$ cat config.mk
export PLATFORM = sky130hd
export DESIGN_NAME = kv_config_line_parser_core_flat
export DESIGN_NICKNAME = d
export VERILOG_FILES = /design/src/rtl/core/kvlp_pkg.sv /design/src/rtl/core/kvlp_if.sv /design/src/rtl/core/kvlp_parse.sv /design/src/rtl/core/kvlp_res_fifo.sv /design/src/rtl/core/kv_config_line_parser_core.sv /design/src/flat_wrapper.sv
export SDC_FILE = /design/constraint.sdc
export NUM_CORES = 1
export LEC_CHECK = 0
export BUFFER_PORTS_ARGS = -buffer_cell sky130_fd_sc_hd__buf_4
export CAP_MARGIN = 20
export CORE_MARGIN = 3
export CORE_UTILIZATION = 25
export CTS_CLUSTER_SIZE = 12
export DETAILED_ROUTE_END_ITERATION = 10
export GPL_TIMING_DRIVEN = 1
export PLACE_DENSITY = 0.46
export SLEW_MARGIN = 0
export SYNTH_ARGS = -nofsm -noshare
export SYNTH_HDL_FRONTEND = slang
export SYNTH_SLANG_ARGS = --single-unit
$ cat constraint.sdc
create_clock -name clk_i -period 5.55 [get_ports clk_i]
set_input_delay 0 -clock clk_i [delete_from_list [all_inputs] [get_ports clk_i]]
set_output_delay 0 -clock clk_i [all_outputs]
set_load 0.005 [all_outputs]
$ cat src/rtl/core/kvlp_pkg.sv
// Shared types, constants and helper functions of the key:value line parser.
package kvlp_pkg;

  localparam int unsigned LineNumBits = 16;
  localparam int unsigned LineOutBits = 16;
  localparam int unsigned CodeBits    = 8;
  localparam int unsigned CfgIdxBits  = 2;
  localparam int unsigned ResDepth    = 4;
  localparam int unsigned ResPtrBits  = $clog2(ResDepth);
  localparam int unsigned ResCntBits  = $clog2(ResDepth) + 1;

  localparam logic [CodeBits-1:0] CharTab   = 8'h09;
  localparam logic [CodeBits-1:0] CharLf    = 8'h0A;
  localparam logic [CodeBits-1:0] CharCr    = 8'h0D;
  localparam logic [CodeBits-1:0] CharSpace = 8'h20;

  localparam logic [CodeBits-1:0] EscapeReset    = 8'h5C;
  localparam logic [CodeBits-1:0] CommentReset   = 8'h23;
  localparam logic [CodeBits-1:0] SeparatorReset = 8'h3A;

  typedef enum logic [CfgIdxBits-1:0] {
    CfgEscape    = 2'd0,
    CfgComment   = 2'd1,
    CfgSeparator = 2'd2
  } cfg_idx_e;

  typedef enum logic [1:0] {
    PhStart   = 2'd0,
    PhKey     = 2'd1,
    PhValue   = 2'd2,
    PhComment = 2'd3
  } phase_e;

  typedef enum logic [1:0] {
    KindKey     = 2'd0,
    KindValue   = 2'd1,
    KindComment = 2'd2,
    KindStatus  = 2'd3
  } kind_e;

  typedef enum logic [2:0] {
    StKv         = 3'd0,
    StComment    = 3'd1,
    StSpaced     = 3'd2,
    StNoKey      = 3'd3,
    StEmptyValue = 3'd4
  } status_e;

  typedef struct packed {
    logic [CodeBits-1:0] escape;
    logic [CodeBits-1:0] comment;
    logic [CodeBits-1:0] separator;
  } cfg_t;

  typedef struct packed {
    phase_e phase;
    logic   esc_pend;
    logic   seen_ns;
    logic   spaced;
    logic   key_has;
    logic   val_ns;
  } line_st_t;

  localparam line_st_t LineStClear = '{
    phase: PhStart, esc_pend: 1'b0, seen_ns: 1'b0, spaced: 1'b0,
    key_has: 1'b0, val_ns: 1'b0
  };

  typedef struct packed {
    kind_e                  kind;
    logic [CodeBits-1:0]    data;
    status_e                status;
    logic [LineOutBits-1:0] number;
    logic                   last;
  } res_t;

  // up to two words produced by one input word, in order
  typedef struct packed {
    logic [1:0] num;
    res_t       first;
    res_t       second;
  } res_pair_t;

  typedef struct packed {
    logic [ResCntBits-1:0] count;
    logic                  room2;
  } fifo_stat_t;

  function automatic logic is_blank(input logic [CodeBits-1:0] b);
    return (b == CharSpace) || ((b >= CharTab) && (b <= CharCr));
  endfunction

  function automatic status_e verdict(input line_st_t st, input cfg_t cfg);
    status_e s;
    if (st.spaced) begin
      s = StSpaced;
    end else if (st.phase == PhComment || !st.seen_ns) begin
      s = StComment;
    end else if (st.phase == PhKey && st.esc_pend && cfg.escape == cfg.separator) begin
      s = st.key_has ? StEmptyValue : StNoKey;
    end else if (st.phase != PhValue || !st.key_has) begin
      s = StNoKey;
    end else if (!st.val_ns) begin
      s = StEmptyValue;
    end else begin
      s = StKv;
    end
    return s;
  endfunction

endpackage

$ cat src/rtl/core/kvlp_if.sv
// Valid/ready channel interfaces for text input and parsed result words.
interface kvlp_in_if import kvlp_pkg::*; ();
  logic                valid;
  logic                ready;
  logic [CodeBits-1:0] text_byte;
  logic                end_of_content;

  modport source (output valid, output text_byte, output end_of_content, input ready);
  modport sink (input valid, input text_byte, input end_of_content, output ready);
endinterface

interface kvlp_out_if import kvlp_pkg::*; ();
  logic                   valid;
  logic                   ready;
  logic [1:0]             item_kind;
  logic [CodeBits-1:0]    out_byte;
  logic [2:0]             line_status;
  logic [LineOutBits-1:0] line_number;
  logic                   last_of_item;

  modport source (
    output valid, output item_kind, output out_byte, output line_status,
    output line_number, output last_of_item, input ready
  );
  modport sink (
    input valid, input item_kind, input out_byte, input line_status,
    input line_number, input last_of_item, output ready
  );
endinterface

$ cat src/rtl/core/kvlp_parse.sv
// Per-byte line state machine: classifies one byte and emits up to two result words.
module kvlp_parse import kvlp_pkg::*; (
  input  logic                clk_i,
  input  logic                rst_ni,
  input  logic                step_i,
  input  logic [CodeBits-1:0] byte_i,
  input  logic                last_i,
  input  cfg_t                cfg_i,
  output res_pair_t           res_o
);

  line_st_t               st_q, st_d, tk, vst;
  logic                   prev_cr_q, prev_cr_d;
  logic [LineNumBits-1:0] cnt_q, cnt_d;
  logic                   tk_emit, close, emit;
  kind_e                  tk_kind;
  logic                   is_cr, is_lf, blank;
  res_t                   byte_w, stat_w;

  assign is_cr = (byte_i == CharCr);
  assign is_lf = (byte_i == CharLf);
  assign blank = is_blank(byte_i);

  // ordinary (non line-ending) byte
  always_comb begin
    tk      = st_q;
    tk_emit = 1'b0;
    tk_kind = KindKey;
    if (st_q.spaced || st_q.phase == PhComment) begin
      tk_emit = 1'b1;
      tk_kind = KindComment;
    end else if (!st_q.seen_ns && !blank && byte_i == cfg_i.comment) begin
      tk.seen_ns = 1'b1;
      tk_emit    = 1'b1;
      tk_kind    = KindComment;
      if (st_q.phase == PhStart) begin
        tk.phase = PhComment;
      end else begin
        tk.spaced = 1'b1;
      end
    end else begin
      if (!blank) begin
        tk.seen_ns = 1'b1;
      end
      if (st_q.phase == PhStart || st_q.phase == PhKey) begin
        tk.phase = PhKey;
        if (st_q.esc_pend) begin
          tk.esc_pend = 1'b0;
          tk.key_has  = 1'b1;
          tk_emit     = 1'b1;
        end else if (byte_i == cfg_i.escape) begin
          tk.esc_pend = 1'b1;
        end else if (byte_i == cfg_i.separator) begin
          tk.phase = PhValue;
        end else begin
          tk.key_has = 1'b1;
          tk_emit    = 1'b1;
        end
      end else begin
        if (!blank) begin
          tk.val_ns = 1'b1;
        end
        tk_emit = 1'b1;
        tk_kind = KindValue;
      end
    end
  end

  always_comb begin
    st_d      = st_q;
    prev_cr_d = prev_cr_q;
    cnt_d     = cnt_q;
    vst       = st_q;
    close     = 1'b0;
    emit      = 1'b0;
    if (prev_cr_q && is_lf) begin
      // LF after CR: pair already closed the line
      prev_cr_d = 1'b0;
    end else if (is_cr || is_lf) begin
      prev_cr_d = is_cr;
      close     = 1'b1;
    end else begin
      prev_cr_d = 1'b0;
      emit      = tk_emit;
      st_d      = tk;
      vst       = tk;
      close     = last_i;
    end
    if (close) begin
      st_d = LineStClear;
      if (cnt_q != {LineNumBits{1'b1}}) begin
        cnt_d = cnt_q + 1'b1;
      end
    end
    if (last_i) begin
      st_d      = LineStClear;
      prev_cr_d = 1'b0;
      cnt_d     = LineNumBits'(1);
    end
  end

  always_comb begin
    byte_w        = '0;
    byte_w.kind   = tk_kind;
    byte_w.data   = byte_i;
    byte_w.status = StKv;
    byte_w.last   = !close;
    stat_w        = '0;
    stat_w.kind   = KindStatus;
    stat_w.status = verdict(vst, cfg_i);
    stat_w.number = LineOutBits'(cnt_q);
    stat_w.last   = 1'b1;
    res_o         = '0;
    res_o.num     = {1'b0, emit} + {1'b0, close};
    res_o.first   = emit ? byte_w : stat_w;
    res_o.second  = stat_w;
  end

  always_ff @(posedge clk_i or negedge rst_ni) begin
    if (!rst_ni) begin
      st_q      <= LineStClear;
      prev_cr_q <= 1'b0;
      cnt_q     <= LineNumBits'(1);
    end else if (step_i) begin
      st_q      <= st_d;
      prev_cr_q <= prev_cr_d;
      cnt_q     <= cnt_d;
    end
  end

endmodule

$ cat src/rtl/core/kvlp_res_fifo.sv
// Result queue: takes up to two words per cycle, hands out one per cycle while pop_i is high.
module kvlp_res_fifo import kvlp_pkg::*; (
  input  logic       clk_i,
  input  logic       rst_ni,
  input  res_pair_t  push_i,
  input  logic       pop_i,
  output logic       valid_o,
  output res_t       head_o,
  output fifo_stat_t stat_o
);

  res_t                  mem_q [ResDepth];
  logic [ResPtrBits-1:0] wr_q, rd_q, wr1;
  logic [ResCntBits-1:0] cnt_q;
  logic                  pop;

  assign pop          = pop_i && (cnt_q != '0);
  assign wr1          = wr_q + 1'b1;
  assign valid_o      = (cnt_q != '0);
  assign head_o       = mem_q[rd_q];
  assign stat_o.count = cnt_q;
  assign stat_o.room2 = (cnt_q <= ResCntBits'(ResDepth - 2));

  always_ff @(posedge clk_i) begin
    if (push_i.num != 2'd0) begin
      mem_q[wr_q] <= push_i.first;
    end
    if (push_i.num == 2'd2) begin
      mem_q[wr1] <= push_i.second;
    end
  end

  always_ff @(posedge clk_i or negedge rst_ni) begin
    if (!rst_ni) begin
      wr_q  <= '0;
      rd_q  <= '0;
      cnt_q <= '0;
    end else begin
      wr_q  <= wr_q + ResPtrBits'(push_i.num);
      rd_q  <= rd_q + ResPtrBits'(pop);
      cnt_q <= cnt_q + ResCntBits'(push_i.num) - ResCntBits'(pop);
    end
  end

endmodule

$ cat src/rtl/core/kv_config_line_parser_core.sv
// Top level of the streaming key:value configuration line parser.
//
//   channel   dir  handshake          word
//   text_i    in   valid/ready        text_byte, end_of_content
//   result_o  out  valid/ready        item_kind, out_byte, line_status,
//                                     line_number, last_of_item
//   cfg       in   cfg_we_i           cfg_idx_i selects register, cfg_data_i
//
// Path: a text word is held in the input register, is parsed in one pass,
//   and its 0..2 result words land in a 4-deep queue whose head drives
//   result_o.
// Rate: one text word per cycle while results are taken; a text byte flagged
//   end_of_content that is itself emitted yields two results and the
//   single-word queue read port then sets the pace.
// Stalls: the input register advances only while the queue has room for two
//   words; text_i.ready drops while a held word waits for that room.
// Reset: clears line state, sets the line counter to one, restores the escape,
//   comment and separator codes and empties the input register and the queue.
module kv_config_line_parser_core import kvlp_pkg::*; (
  input  logic                  clk_i,
  input  logic                  rst_ni,
  kvlp_in_if.sink               text_i,
  kvlp_out_if.source            result_o,
  input  logic                  cfg_we_i,
  input  logic [CfgIdxBits-1:0] cfg_idx_i,
  input  logic [CodeBits-1:0]   cfg_data_i
);

  cfg_t                cfg_q;
  logic                in_vld_q, in_vld_d;
  logic [CodeBits-1:0] in_byte_q;
  logic                in_last_q;
  logic                fire, accept;
  res_pair_t           pair;
  res_pair_t           push;
  res_t                head;
  fifo_stat_t          fstat;

  // configuration registers
  always_ff @(posedge clk_i or negedge rst_ni) begin
    if (!rst_ni) begin
      cfg_q.escape    <= EscapeReset;
      cfg_q.comment   <= CommentReset;
      cfg_q.separator <= SeparatorReset;
    end else if (cfg_we_i) begin
      unique case (cfg_idx_i)
        CfgEscape:    cfg_q.escape    <= cfg_data_i;
        CfgComment:   cfg_q.comment   <= cfg_data_i;
        CfgSeparator: cfg_q.separator <= cfg_data_i;
        default:      ;
      endcase
    end
  end

  // input register: parses when the queue can take a worst-case pair
  assign fire         = in_vld_q && fstat.room2;
  assign text_i.ready = !in_vld_q || fire;
  assign accept       = text_i.valid && text_i.ready;

  always_comb begin
    in_vld_d = in_vld_q;
    if (accept) begin
      in_vld_d = 1'b1;
    end else if (fire) begin
      in_vld_d = 1'b0;
    end
  end

  always_ff @(posedge clk_i or negedge rst_ni) begin
    if (!rst_ni) begin
      in_vld_q <= 1'b0;
    end else begin
      in_vld_q <= in_vld_d;
    end
  end

  always_ff @(posedge clk_i) begin
    if (accept) begin
      in_byte_q <= text_i.text_byte;
      in_last_q <= text_i.end_of_content;
    end
  end

  kvlp_parse u_parse (
    .clk_i  (clk_i),
    .rst_ni (rst_ni),
    .step_i (fire),
    .byte_i (in_byte_q),
    .last_i (in_last_q),
    .cfg_i  (cfg_q),
    .res_o  (pair)
  );

  // nothing enters the queue unless the parser actually steps
  always_comb begin
    push = pair;
    if (!fire) begin
      push.num = 2'd0;
    end
  end

  kvlp_res_fifo u_res_fifo (
    .clk_i   (clk_i),
    .rst_ni  (rst_ni),
    .push_i  (push),
    .pop_i   (result_o.ready),
    .valid_o (result_o.valid),
    .head_o  (head),
    .stat_o  (fstat)
  );

  assign result_o.item_kind    = head.kind;
  assign result_o.out_byte     = head.data;
  assign result_o.line_status  = head.status;
  assign result_o.line_number  = head.number;
  assign result_o.last_of_item = head.last;

  // queue never holds more than its depth
  a_fifo_bound : assert property (@(posedge clk_i) disable iff (!rst_ni)
    fstat.count <= ResCntBits'(ResDepth))
    else $error("result queue overflow");

  // a held input word waits until it is parsed
  a_in_hold : assert property (@(posedge clk_i) disable iff (!rst_ni)
    (in_vld_q && !fire) |=> (in_vld_q && $stable(in_byte_q)))
    else $error("input word lost while stalled");

  // a two-word pair from the parser ends with a status word after a non-last byte word
  a_pair_status : assert property (@(posedge clk_i) disable iff (!rst_ni)
    (fire && pair.num == 2'd2) |-> (pair.second.kind == KindStatus && !pair.first.last))
    else $error("malformed result pair");

  // byte words carry no line number
  a_byte_no_num : assert property (@(posedge clk_i) disable iff (!rst_ni)
    (result_o.valid && result_o.item_kind != KindStatus) |-> (result_o.line_number == '0))
    else $error("byte word with line number");

endmodule
$ cat src/flat_wrapper.sv
// flat-port wrapper written by rule: the top's interface ports become plain ports
module kv_config_line_parser_core_flat import kvlp_pkg::*;
  (clk_i, rst_ni, cfg_we_i, cfg_idx_i, cfg_data_i, text_i_valid, text_i_text_byte, text_i_end_of_content, text_i_ready, result_o_valid, result_o_item_kind, result_o_out_byte, result_o_line_status, result_o_line_number, result_o_last_of_item, result_o_ready);
  kvlp_in_if text_i_i ();
  kvlp_out_if result_o_i ();
  input  logic clk_i;
  input  logic rst_ni;
  input  logic cfg_we_i;
  input  logic [CfgIdxBits-1:0] cfg_idx_i;
  input  logic [CodeBits-1:0] cfg_data_i;
  input wire logic [$bits(text_i_i.valid)-1:0] text_i_valid;
  input wire logic [$bits(text_i_i.text_byte)-1:0] text_i_text_byte;
  input wire logic [$bits(text_i_i.end_of_content)-1:0] text_i_end_of_content;
  output wire logic [$bits(text_i_i.ready)-1:0] text_i_ready;
  output wire logic [$bits(result_o_i.valid)-1:0] result_o_valid;
  output wire logic [$bits(result_o_i.item_kind)-1:0] result_o_item_kind;
  output wire logic [$bits(result_o_i.out_byte)-1:0] result_o_out_byte;
  output wire logic [$bits(result_o_i.line_status)-1:0] result_o_line_status;
  output wire logic [$bits(result_o_i.line_number)-1:0] result_o_line_number;
  output wire logic [$bits(result_o_i.last_of_item)-1:0] result_o_last_of_item;
  input wire logic [$bits(result_o_i.ready)-1:0] result_o_ready;
  assign text_i_i.valid = text_i_valid;
  assign text_i_i.text_byte = text_i_text_byte;
  assign text_i_i.end_of_content = text_i_end_of_content;
  assign text_i_ready = text_i_i.ready;
  assign result_o_valid = result_o_i.valid;
  assign result_o_item_kind = result_o_i.item_kind;
  assign result_o_out_byte = result_o_i.out_byte;
  assign result_o_line_status = result_o_i.line_status;
  assign result_o_line_number = result_o_i.line_number;
  assign result_o_last_of_item = result_o_i.last_of_item;
  assign result_o_i.ready = result_o_ready;
  kv_config_line_parser_core u_core (.clk_i(clk_i), .rst_ni(rst_ni), .text_i(text_i_i), .result_o(result_o_i), .cfg_we_i(cfg_we_i), .cfg_idx_i(cfg_idx_i), .cfg_data_i(cfg_data_i));
endmodule
==> results of run 1 <==
## registers in the layout, indices dropped and copies added (netlist names)
name / flops
u_core.in_last_q: 1
u_core.in_byte_q: 8
u_core.u_parse.prev_cr_q: 1
u_core.u_res_fifo.cnt_q: 3
u_core.in_vld_q: 1
u_core.u_parse.cnt_q: 16
u_core.cfg_q: 24
u_core.u_parse.st_q: 7
u_core.u_res_fifo.mem_q: 120
u_core.u_res_fifo.wr_q: 2
u_core.u_res_fifo.rd_q: 2
## synth_stat cells, types with 3 or more instances
| cell type | count | area [um2] |
|---|---|---|
| dfstp_2 | 12 | 315 |
| o21ai_0 | 10 | 50.1 |
| buf_1 | 6 | 22.5 |
| nor3_1 | 10 | 50.1 |
| inv_1 | 20 | 75.1 |
| dfxtp_1 | 44 | 881 |
| a31oi_1 | 5 | 31.3 |
| xor2_1 | 19 | 166 |
| nand2b_1 | 4 | 25.0 |
| mux4_2 | 30 | 676 |
| nor2_1 | 36 | 135 |
| dfrtp_1 | 44 | 1100 |
| buf_2 | 4 | 20.0 |
| a22o_1 | 28 | 245 |
| buf_6 | 4 | 45.0 |
| o22a_1 | 9 | 78.8 |
| a22o_2 | 4 | 40.0 |
| nand4_1 | 14 | 87.6 |
| nand2_1 | 29 | 109 |
| ha_1 | 7 | 87.6 |
| nand3b_1 | 5 | 37.5 |
| nor2b_1 | 4 | 25.0 |
| and4_1 | 3 | 26.3 |
| o41ai_1 | 3 | 26.3 |
| edfxtp_1 | 85 | 2550 |
| mux2_2 | 24 | 270 |
| a21oi_1 | 6 | 30.0 |
| and3_1 | 20 | 125 |
| nand3_1 | 10 | 50.1 |
| clkbuf_1 | 8 | 30.0 |
| or3_1 | 3 | 18.8 |
| xnor2_1 | 33 | 289 |
| clkbuf_8 | 3 | 41.3 |
| and2_1 | 52 | 325 |
| nor3b_1 | 7 | 52.6 |
| clkbuf_2 | 3 | 15.0 |
## where the power goes
group | total [mW] | internal [mW] | switching (mW)
combinational | 1.76 | 0.906 | 0.857
clock | 1.23 | 0.673 | 0.562
sequential | 2.13 | 1.85 | 0.276
total | 5.12 | 3.43 | 1.69
## logic make-up (layout without fill, tap and decap cells)
| family | Yosys count | count (layout) | synth area share, % |
|---|---|---|---|
| buffers and inverters | 51 | 141 | 3.21 |
| AO/OA/AOI/OAI | 95 | 95 | 9.12 |
| adder cells (fa/ha/maj) | 8 | 8 | 1.24 |
| XOR/XNOR | 52 | 52 | 5.26 |
| multiplexers | 54 | 54 | 10.9 |
| AND/OR/NAND/NOR | 215 | 215 | 14.2 |
| flip-flops | 185 | 185 | 56.0 |
## how the worst max path moves through the flow
stage / start / endpoint / slack [ps] / cells past startpoint
6_report: u_core.in_byte_q[0]$_DFFE_PP_ / u_core.u_res_fifo.mem_q[2][15]$_DFFE_PP_ / 1190 / 13
4_1_cts: u_core.in_byte_q[0]$_DFFE_PP_ / u_core.u_res_fifo.mem_q[3][18]$_DFFE_PP_ / 1110 / 13
3_5_place_dp: u_core.in_byte_q[4]$_DFFE_PP_ / u_core.u_res_fifo.mem_q[2][2]$_DFFE_PP_ / 1140 / 13
3_3_place_gp: u_core.in_byte_q[4]$_DFFE_PP_ / u_core.u_res_fifo.mem_q[2][2]$_DFFE_PP_ / 1200 / 13
5_1_grt: u_core.in_byte_q[0]$_DFFE_PP_ / u_core.u_res_fifo.mem_q[3][17]$_DFFE_PP_ / 720 / 13
2_1_floorplan: u_core.in_byte_q[4]$_DFFE_PP_ / u_core.u_res_fifo.mem_q[2][10]$_DFFE_PP_ / 1880 / 13
## critical path, stage by stage (launching register included)
cell and delay (ps):
edfxtp_1 610, or4b_1 590, a211o_2 350, nand2_4 140
o221ai_2 140, nand2_1 180, inv_1 100, ha_1 340
nor2_1 70, or3_1 360, nand2_1 90, nand2_1 270
inv_1 440, buf_4 330
## repair_timing
action	4_1_cts	5_1_grt
setup endpoints to repair	0	0
endpoints found under the hold margin	79	0
hold buffers	20	0
## routing by layer
metal / up-vias / track usage [%] / share of wire [%]
li1: 2618 / - / -
met3: 8 / 2.77 / 2.7
met5: - / 0 / 0
met2: 84 / 20.0 / 49
met1: 2762 / 16.2 / 48
met4: 0 / 2.02 / 0.54
## per-stage QoR
stage | util (%) | setup slack, ps | power [mW] | cells
detailed placement | 28.2 | 1140 | 3.97 | 1146
floorplan | - | 1880 | 3.22 | 660
global route | 30.5 | 717 | 5.45 | 1198
global placement | 28.2 | 1200 | 3.95 | 1146
finish | 30.5 | 1190 | 5.12 | 1198
CTS | 30.5 | 1110 | 5.22 | 1198
## layout by cell type, fill, tap and decap left out, types with 28 or more instances in the layout
| cell type | Yosys | layout |
|---|---|---|
| mux4_2 | 30 | 30 |
| nor2_1 | 36 | 36 |
| dfxtp_1 | 44 | 44 |
| a22o_1 | 28 | 28 |
| dfrtp_1 | 44 | 43 |
| and2_1 | 52 | 52 |
| edfxtp_1 | 85 | 85 |
| xnor2_1 | 33 | 33 |
| nand2_1 | 29 | 29 |
| buf_4 | 1 | 69 |
## cell type report
cell class	instances	area share, %
flip-flops and latches	185	47.0
multi-input cells	424	34.2
repair buffers	89	6.95
well taps	448	5.43
clock buffers	18	4.16
clock inverters	14	1.56
inverters	20	0.727
==> impl_results.md, run 1 <==
- Hold EP: u_core.cfg_q[20]$_DFFE_PN1P_
- Register area share after synthesis: between 50 and 60%
- Core Area: between 0.03 and 0.04 mm2
- Layout area overhead: 19.3%
- Setup Crit Path Kind: flip-flop to flip-flop
- DP HPWL: about 15 mm
- Starting Density: between 20 and 30%
- Min Clock Period, post-route: between 4000 and 5000 ps
- First-pass GRT wire length: between 30 and 40 mm
- Fraction of registers with async set/reset: slightly above 30%
- MaxCap Viol Count: 0
- Buffers on Ports: 55
- Outcome: finished clean
- Slew headroom: 45.5%
- Post-Syn Nets: 692
- Final setup TNS: 0 ps
- Die Height: 192 um
- CP max FO: 14
- WP data arrival: 4480 ps
- Fin. Hold Viols: 0
- Worst hold-check path type: primary input to flip-flop
- Post_cts resized: 0
- GPL Wtd Cong: 0.750
- Cts bufs inserted: 17
- Storage cell area: between 0.004 and 0.005 mm2
- Post-synth cell types: 77
- Hold path depth: 4
- Fmax: between 200 and 250 MHz
- Post-CTS setup buffer count: 0
- Startpoint Class: flip-flop
- Share of cells above drive strength 1: 25.9%
- Most used flip-flop cell after synthesis: edfxtp_1
- Final setup skew: roughly 15 ps
- R2R cell count: 13
- Worst R2R End: u_core.u_res_fifo.mem_q[2][15]$_DFFE_PP_
- Clk buf depth: 2
- Nets: slightly below 800
- Fin. max-slew vios: 0
- Worst-path clk slew: 70 ps
- Initial antenna violation count: 0
- FF-to-FF Start: u_core.in_byte_q[0]$_DFFE_PP_
- DR vias: 5472
- Clock Tree Root: clkbuf_16
- Chip width: about 190 um
- RSZ-0062 raised after global routing: no
- Hold path start: cfg_idx_i[1]
- # clock sinks: around 190
- Fin Hold WS: 112 ps
- Worst Setup End Kind: flip-flop
- Via density: between 4 and 5
- Peak supply drop: ~0.24 mV
- Post-DP Area: 0.00954 mm2
- Final Cycle Share: roughly four fifths
- Final number of setup-violating endpoints: 0
- H-tree depth: 4
- Grt ovf: 0
- Pin count of the biggest net entering global routing: 57
- Area of the multi-input gates: between 0.003 and 0.004 mm2
- Ports: 56
- CTS tree: built
- EDFF count, synth: 85
- Mapped Cells: 660
- GRT Overall Usage: between 10% and 20%
- Actual slew at the worst max-slew pin: 814 ps
- Vias in the first global route: around 5700
- DRT Pass-1 Iters: 5
- Syn. warnings: 0
- Post-Syn Area: 0.00866 mm2
- Syn Area/Cell: about 13 um2
- Synth Register Bits: between 150 and 200
- DRT iter0 DRCs: about 350
- Setup slack, reg-to-reg: about 1200 ps
- Post-route DRC: 0
- WL/cell: about 18 um
- Die area: 0.0369 mm2
- Power density over cell area: a little under 500 mW/mm2
- Final WL: ~21 mm
- Fin area: approximately 0.010 mm2
- Fillers: about 3500
- Clock Latency Late Sink: 440 ps
- Static Leak: roughly 3.9 nW
- Antenna cells: 0
- Antenna Nets Post-Route: 0
- Crit path required time: 5680 ps
- Row cnt: between 60 and 70
No activity file was read; power rests on OpenSTA's default activity.
==> run 2, diff against run 1 <==
- clock period: 5.55 -> 4.1 ns (I/O delays scaled with it)
==> run 2 against run 1 <==
- first-iteration DRC count is 6.2% lower
- setup slack got worse by 840 ps
- non-clock buffer count rose by 20
==> impl_results.md, run 2 (synthesized netlist as in run 1, its figures left out) <==
- Commonest non-fill, non-tap cell in the layout: buf_4
- Min Clock Period, post-route: around 3800 ps
- CP max-delay cell: or4_4
- Via density: around 4.5
- Clk buf depth: 2
- Clock Latency Late Sink: between 400 and 500 ps
- Max FFs per register: 120
- Hold path depth: 4
- Die area: 0.0369 mm2
- Crit path required time: 4420 ps
- Slew headroom: about half
- Biggest register: u_core.u_res_fifo.mem_q
- Cts bufs inserted: 17
- CP max FO: 10
- Cells after DPL: between 1000 and 1500
- Antenna Nets Post-Route: 0
- WL/cell: 17.4 um
- GPL Wtd Cong: roughly 0.79
- Final WL: 21.2 mm
- Static Leak: 4.04 nW
- Fin. Hold Viols: 0
- Finished Layout Cells: roughly 1200
- DP HPWL: roughly 14 mm
- DRT iter0 DRCs: 332
- Worst hold-check path type: primary input to flip-flop
- Nets: between 700 and 800
- Vias in the first global route: between 5000 and 6000
- Slowest cell delay on critical path: 560 ps
- Hold path start: cfg_idx_i[0]
- H-tree depth: 4
- Biggest regs: u_core.u_res_fifo.mem_q x120, u_core.cfg_q x24, u_core.u_parse.cnt_q x16
- Most frequent cells in the layout: 86 x buf_4, 85 x edfxtp_1, 52 x and2_1, 44 x dfxtp_1, 43 x dfrtp_1
- Clock Tree Root: clkbuf_16
- R2R cell count: 15
- WP data arrival: approximately 4000 ps
- CTS tree: built
- Crit path buf inv count: 3
- Row cnt: 67
- Top delay family on crit path: simple AND/OR/NAND/NOR gates
- Fillers: 3454
- Cell Chain, Critical Path: or2b_2, or4_4, nand2_4, o221ai_2, nand2_1, inv_1, ha_1, nand2_1, ha_1, inv_1, ha_1, inv_1, fa_1, xor2_1, xnor2_1
- Layout area overhead: 21.2%
- Chip width: 192 um
- Fmax: approximately 270 MHz
- Final Cycle Share: just over 90%
- Startpoint Class: flip-flop
- DR vias: 5505
- Power density over cell area: between 600 and 700 mW/mm2
- Grt ovf: 0
- Fin area: 0.0105 mm2
- Initial antenna violation count: 0
- Post-DP Area: between 0.009 and 0.01 mm2
- Final setup skew: roughly 14 ps
- Final number of setup-violating endpoints: 0
- Antenna cells: 0
- Starting Density: 25.6%
- Share of cells above drive strength 1: roughly 28%
- Pwr Total: approximately 7.0 mW
- Fin. max-slew vios: 0
- Buffers on Ports: 55
- Final setup TNS: 0 ps
- DRT Pass-1 Iters: 5
- Worst Setup End Kind: flip-flop
- Worst R2R End: u_core.u_res_fifo.cnt_q[2]$_DFF_PN0_
- RSZ-0062 raised after global routing: no
- # clock sinks: 185
- Peak supply drop: around 0.33 mV
- Fin Hold WS: about 110 ps
- Core Area: 0.0339 mm2
- GRT Overall Usage: 12.1%
- Setup Crit Path Kind: flip-flop to flip-flop
- Post-route DRC: 0
- FF-to-FF Start: u_core.in_byte_q[5]$_DFFE_PP_
- Ports: 56
- Post-CTS setup buffer count: 0
- Setup slack, reg-to-reg: around 350 ps
- Actual slew at the worst max-slew pin: between 700 and 800 ps
- First-pass GRT wire length: between 30 and 40 mm
- Worst-path clk slew: approximately 70 ps
- Outcome: finished clean
- Die Height: approximately 190 um
- MaxCap Viol Count: 0
- Hold EP: u_core.cfg_q[17]$_DFFE_PN0P_
- Pin count of the biggest net entering global routing: 57
## run 2: how the worst max path moves through the flow
| stage | start | cells after the start | slack, ps | to |
|---|---|---|---|---|
| 6_report | u_core.in_byte_q[5]$_DFFE_PP_ | 15 | 350 | u_core.u_res_fifo.cnt_q[2]$_DFF_PN0_ |
| 5_1_grt | u_core.in_byte_q[7]$_DFFE_PP_ | 14 | 20 | u_core.u_res_fifo.mem_q[1][17]$_DFFE_PP_ |
| 4_1_cts | u_core.in_byte_q[5]$_DFFE_PP_ | 12 | 320 | u_core.u_res_fifo.mem_q[2][18]$_DFFE_PP_ |
| 3_5_place_dp | u_core.in_byte_q[5]$_DFFE_PP_ | 12 | 330 | u_core.u_res_fifo.mem_q[2][18]$_DFFE_PP_ |
| 3_3_place_gp | u_core.in_byte_q[5]$_DFFE_PP_ | 15 | 380 | u_core.u_res_fifo.cnt_q[2]$_DFF_PN0_ |
| 2_1_floorplan | u_core.in_byte_q[4]$_DFFE_PP_ | 13 | 430 | u_core.u_res_fifo.mem_q[2][10]$_DFFE_PP_ |
## run 2: timing repair
| item | 4_1_cts | 5_1_grt |
|---|---|---|
| endpoints found under the hold margin | 79 | 0 |
| hold buffers | 20 | 0 |
| gates resized for setup | 0 | 0 |
## run 2: where the power goes
group	internal [mW]	total, mW	switching [mW]
clock network	0.877	1.61	0.733
registers	2.50	2.88	0.382
logic	1.31	2.48	1.17
## run 2: layout make-up
type / instances / area (um2) / share of cell area [%]
multi-input combinational: 424 / 3530 / 33.7
timing repair buffer: 109 / 906 / 8.63
tap: 448 / 561 / 5.34
clock inverter: 12 / 114 / 1.08
clock buffer: 20 / 457 / 4.35
sequential: 185 / 4850 / 46.2
inverter: 20 / 75.1 / 0.715
## run 2: tightest hold or removal path, delay by kind of cell
family / cells / cell delay (ps)
buf+inv: 2 / 260
mux: 1 / 220
simple gates: 1 / 40
## run 2: per-stage QoR
stage,setup WS [ps],util [%]
after floorplan,427,-
after global placement,381,28.7
after detailed placement,333,28.7
after CTS,324,31.0
after global routing,19.0,31.0
final,348,31.0
## run 2: metal layers
metal / global-route usage, % / up-vias / wire length [um]
li1: - / 2651 / -
met1: 16.8 / 2730 / 10300
met2: 19.3 / 110 / 10000
met3: 2.46 / 14 / 735
met4: 2.83 / 0 / 218
met5: 0 / - / 0
==> run 3, diff against run 2 <==
- MAX_ROUTING_LAYER: not set -> met4
==> run 3 against run 2 <==
- non-clock buffer count unchanged
- sequential power about the same
- setup slack got worse by 3.2 ps
- register-to-register slack about the same
- global-route usage increased by 0.35 points
==> impl_results.md, run 3 (synthesized netlist as in run 1, its figures left out) <==
- Top delay family on crit path: simple AND/OR/NAND/NOR gates
- Met1 usage: between 10% and 20%
- Layout area overhead: 21.2%
- Share of cells above drive strength 1: between 20 and 30%
- Chip width: roughly 190 um
- Pwr Total: around 7.0 mW
- Crit path required time: roughly 4400 ps
- Post-CTS setup buffer count: 0
- DRT iter0 DRCs: 320
- Starting Density: 25.6%
- Static Leak: about 4 nW
- Gr busiest metal: met2
- Final setup skew: about 16 ps
- Die Height: about 190 um
- GPL Wtd Cong: 0.796
- Post-DP Area: ~0.0097 mm2
- Clock Tree Root: clkbuf_16
- Nets: between 700 and 800
- Fin area: approximately 0.010 mm2
- Actual slew at the worst max-slew pin: roughly 790 ps
- Final number of setup-violating endpoints: 0
- WL/cell: 17.4 um
- Post-route DRC: 0
- Core Util, Final: 31.0%
- Worst Setup End Kind: flip-flop
- Antenna cells: 0
- Antenna Nets Post-Route: 0
- Outcome: finished clean
- Most frequent cells in the layout: 86 x buf_4, 85 x edfxtp_1, 52 x and2_1, 44 x dfxtp_1, 43 x dfrtp_1
- Buffers on Ports: 55
- Met3 Usage GRT: under 10%
- DP HPWL: roughly 14 mm
- Fin. Hold Viols: 0
- MaxCap Viol Count: 0
- Biggest regs: u_core.u_res_fifo.mem_q x120, u_core.cfg_q x24, u_core.u_parse.cnt_q x16
- Row cnt: 67
- Vias in the first global route: ~5700
- Worst hold-check path type: primary input to flip-flop
- Fin. max-slew vios: 0
- CTS tree: built
- Commonest non-fill, non-tap cell in the layout: buf_4
- First-pass GRT wire length: ~34 mm
- CP max-delay cell: or4_4
- Via density: 4.53
- Cts bufs inserted: 17
- Max FFs per register: 120
- CP max FO: 10
- Crit path buf inv count: 3
- # clock sinks: ~190
- RSZ-0062 raised after global routing: no
- DRT Pass-1 Iters: 4
- Fmax: roughly 270 MHz
- Ports: between 50 and 60
- Setup Crit Path Kind: flip-flop to flip-flop
- Clock Latency Late Sink: around 440 ps
- Slew headroom: between 40% and 50%
- Die area: about 0.037 mm2
- H-tree depth: 4
- Min Clock Period, post-route: about 3800 ps
- Slowest cell delay on critical path: between 500 and 600 ps
- Startpoint Class: flip-flop
- GRT Overall Usage: around 12%
- Power density over cell area: ~660 mW/mm2
- Core Area: about 0.034 mm2
- Initial antenna violation count: 0
- Clk buf depth: 2
- Final WL: around 21 mm
- Final setup TNS: 0 ps
- Final Cycle Share: 91.6%
- Peak supply drop: 0.334 mV
- Pin count of the biggest net entering global routing: 57
- DR vias: 5517
- Biggest register: u_core.u_res_fifo.mem_q
- Grt ovf: 0
- Cell Chain, Critical Path: or2b_2, or4_4, nand2_4, o221ai_2, nand2_1, inv_1, ha_1, nand2_1, ha_1, inv_1, ha_1, inv_1, fa_1, xor2_1, xnor2_1
- M2 GR Usage: approximately a fifth
- Worst-path clk slew: 70 ps
- WP data arrival: 4070 ps
-- run 3: final timing paths --
path	startpoint	end	slack, ps	depth (start not counted)
max in group asynchronous	rst_ni	u_core.u_res_fifo.rd_q[0]$_DFF_PN0_	3340	2
max reg2reg	u_core.in_byte_q[5]$_DFFE_PP_	u_core.u_res_fifo.cnt_q[2]$_DFF_PN0_	340	15
min reg2reg	u_core.u_res_fifo.mem_q[3][20]$_SDFFE_PP0P_	u_core.u_res_fifo.mem_q[3][20]$_SDFFE_PP0P_	480	1
max	u_core.in_byte_q[5]$_DFFE_PP_	u_core.u_res_fifo.cnt_q[2]$_DFF_PN0_	340	15
min in group asynchronous	rst_ni	u_core.cfg_q[6]$_DFFE_PN0P_	180	2
min	cfg_idx_i[1]	u_core.cfg_q[17]$_DFFE_PN0P_	110	4
-- run 3: what timing repair did --
| item | in CTS | in global routing |
|---|---|---|
| endpoints found under the hold margin | 79 | 0 |
| hold buffers | 20 | 0 |
| resized for setup | 0 | 0 |
-- run 3: final cells by class --
cell class                      instances  area (um2)
Tap cell                              448         561
Sequential cell                       185        4850
Timing Repair Buffer                  109         906
Clock buffer                           20         457
Multi-Input combinational cell        424        3530
Clock inverter                         12         114
Inverter                               20        75.1
Fill cell                            3454       23400
-- run 3: power breakdown --
group	total (mW)	switching (mW)	internal (mW)	leakage, nW
clock	1.61	0.736	0.878	0.277
sequential	2.89	0.383	2.50	1.84
combinational	2.48	1.17	1.31	1.92
-- run 3: worst register-to-register path, stage by stage (launching register included) --
cell and delay, ps:
edfxtp_1 500, or2b_2 350, or4_4 560, nand2_4 140
o221ai_2 140, nand2_1 190, inv_1 110, ha_1 350
nand2_1 110, ha_1 310, inv_1 50, ha_1 130
inv_1 50, fa_1 370, xor2_1 160, xnor2_1 120
-- run 3: through the flow --
| step | worst slack (ps) | std cells | hold WS [ps] |
|---|---|---|---|
| after detailed placement | 333 | 1166 | 125 |
| after global routing | 19.0 | 1218 | 110 |
| after global placement | 381 | 1166 | 145 |
| after floorplan | 427 | 660 | -296 |
| final | 345 | 1218 | 115 |
| after CTS | 324 | 1218 | 95.8 |
-- run 3: layer usage --
metal	part of all wire, %	vias up
met4	0.73	0
li1	-	2654
met2	48	114
met3	3.8	11
met5	0	-
met1	48	2738
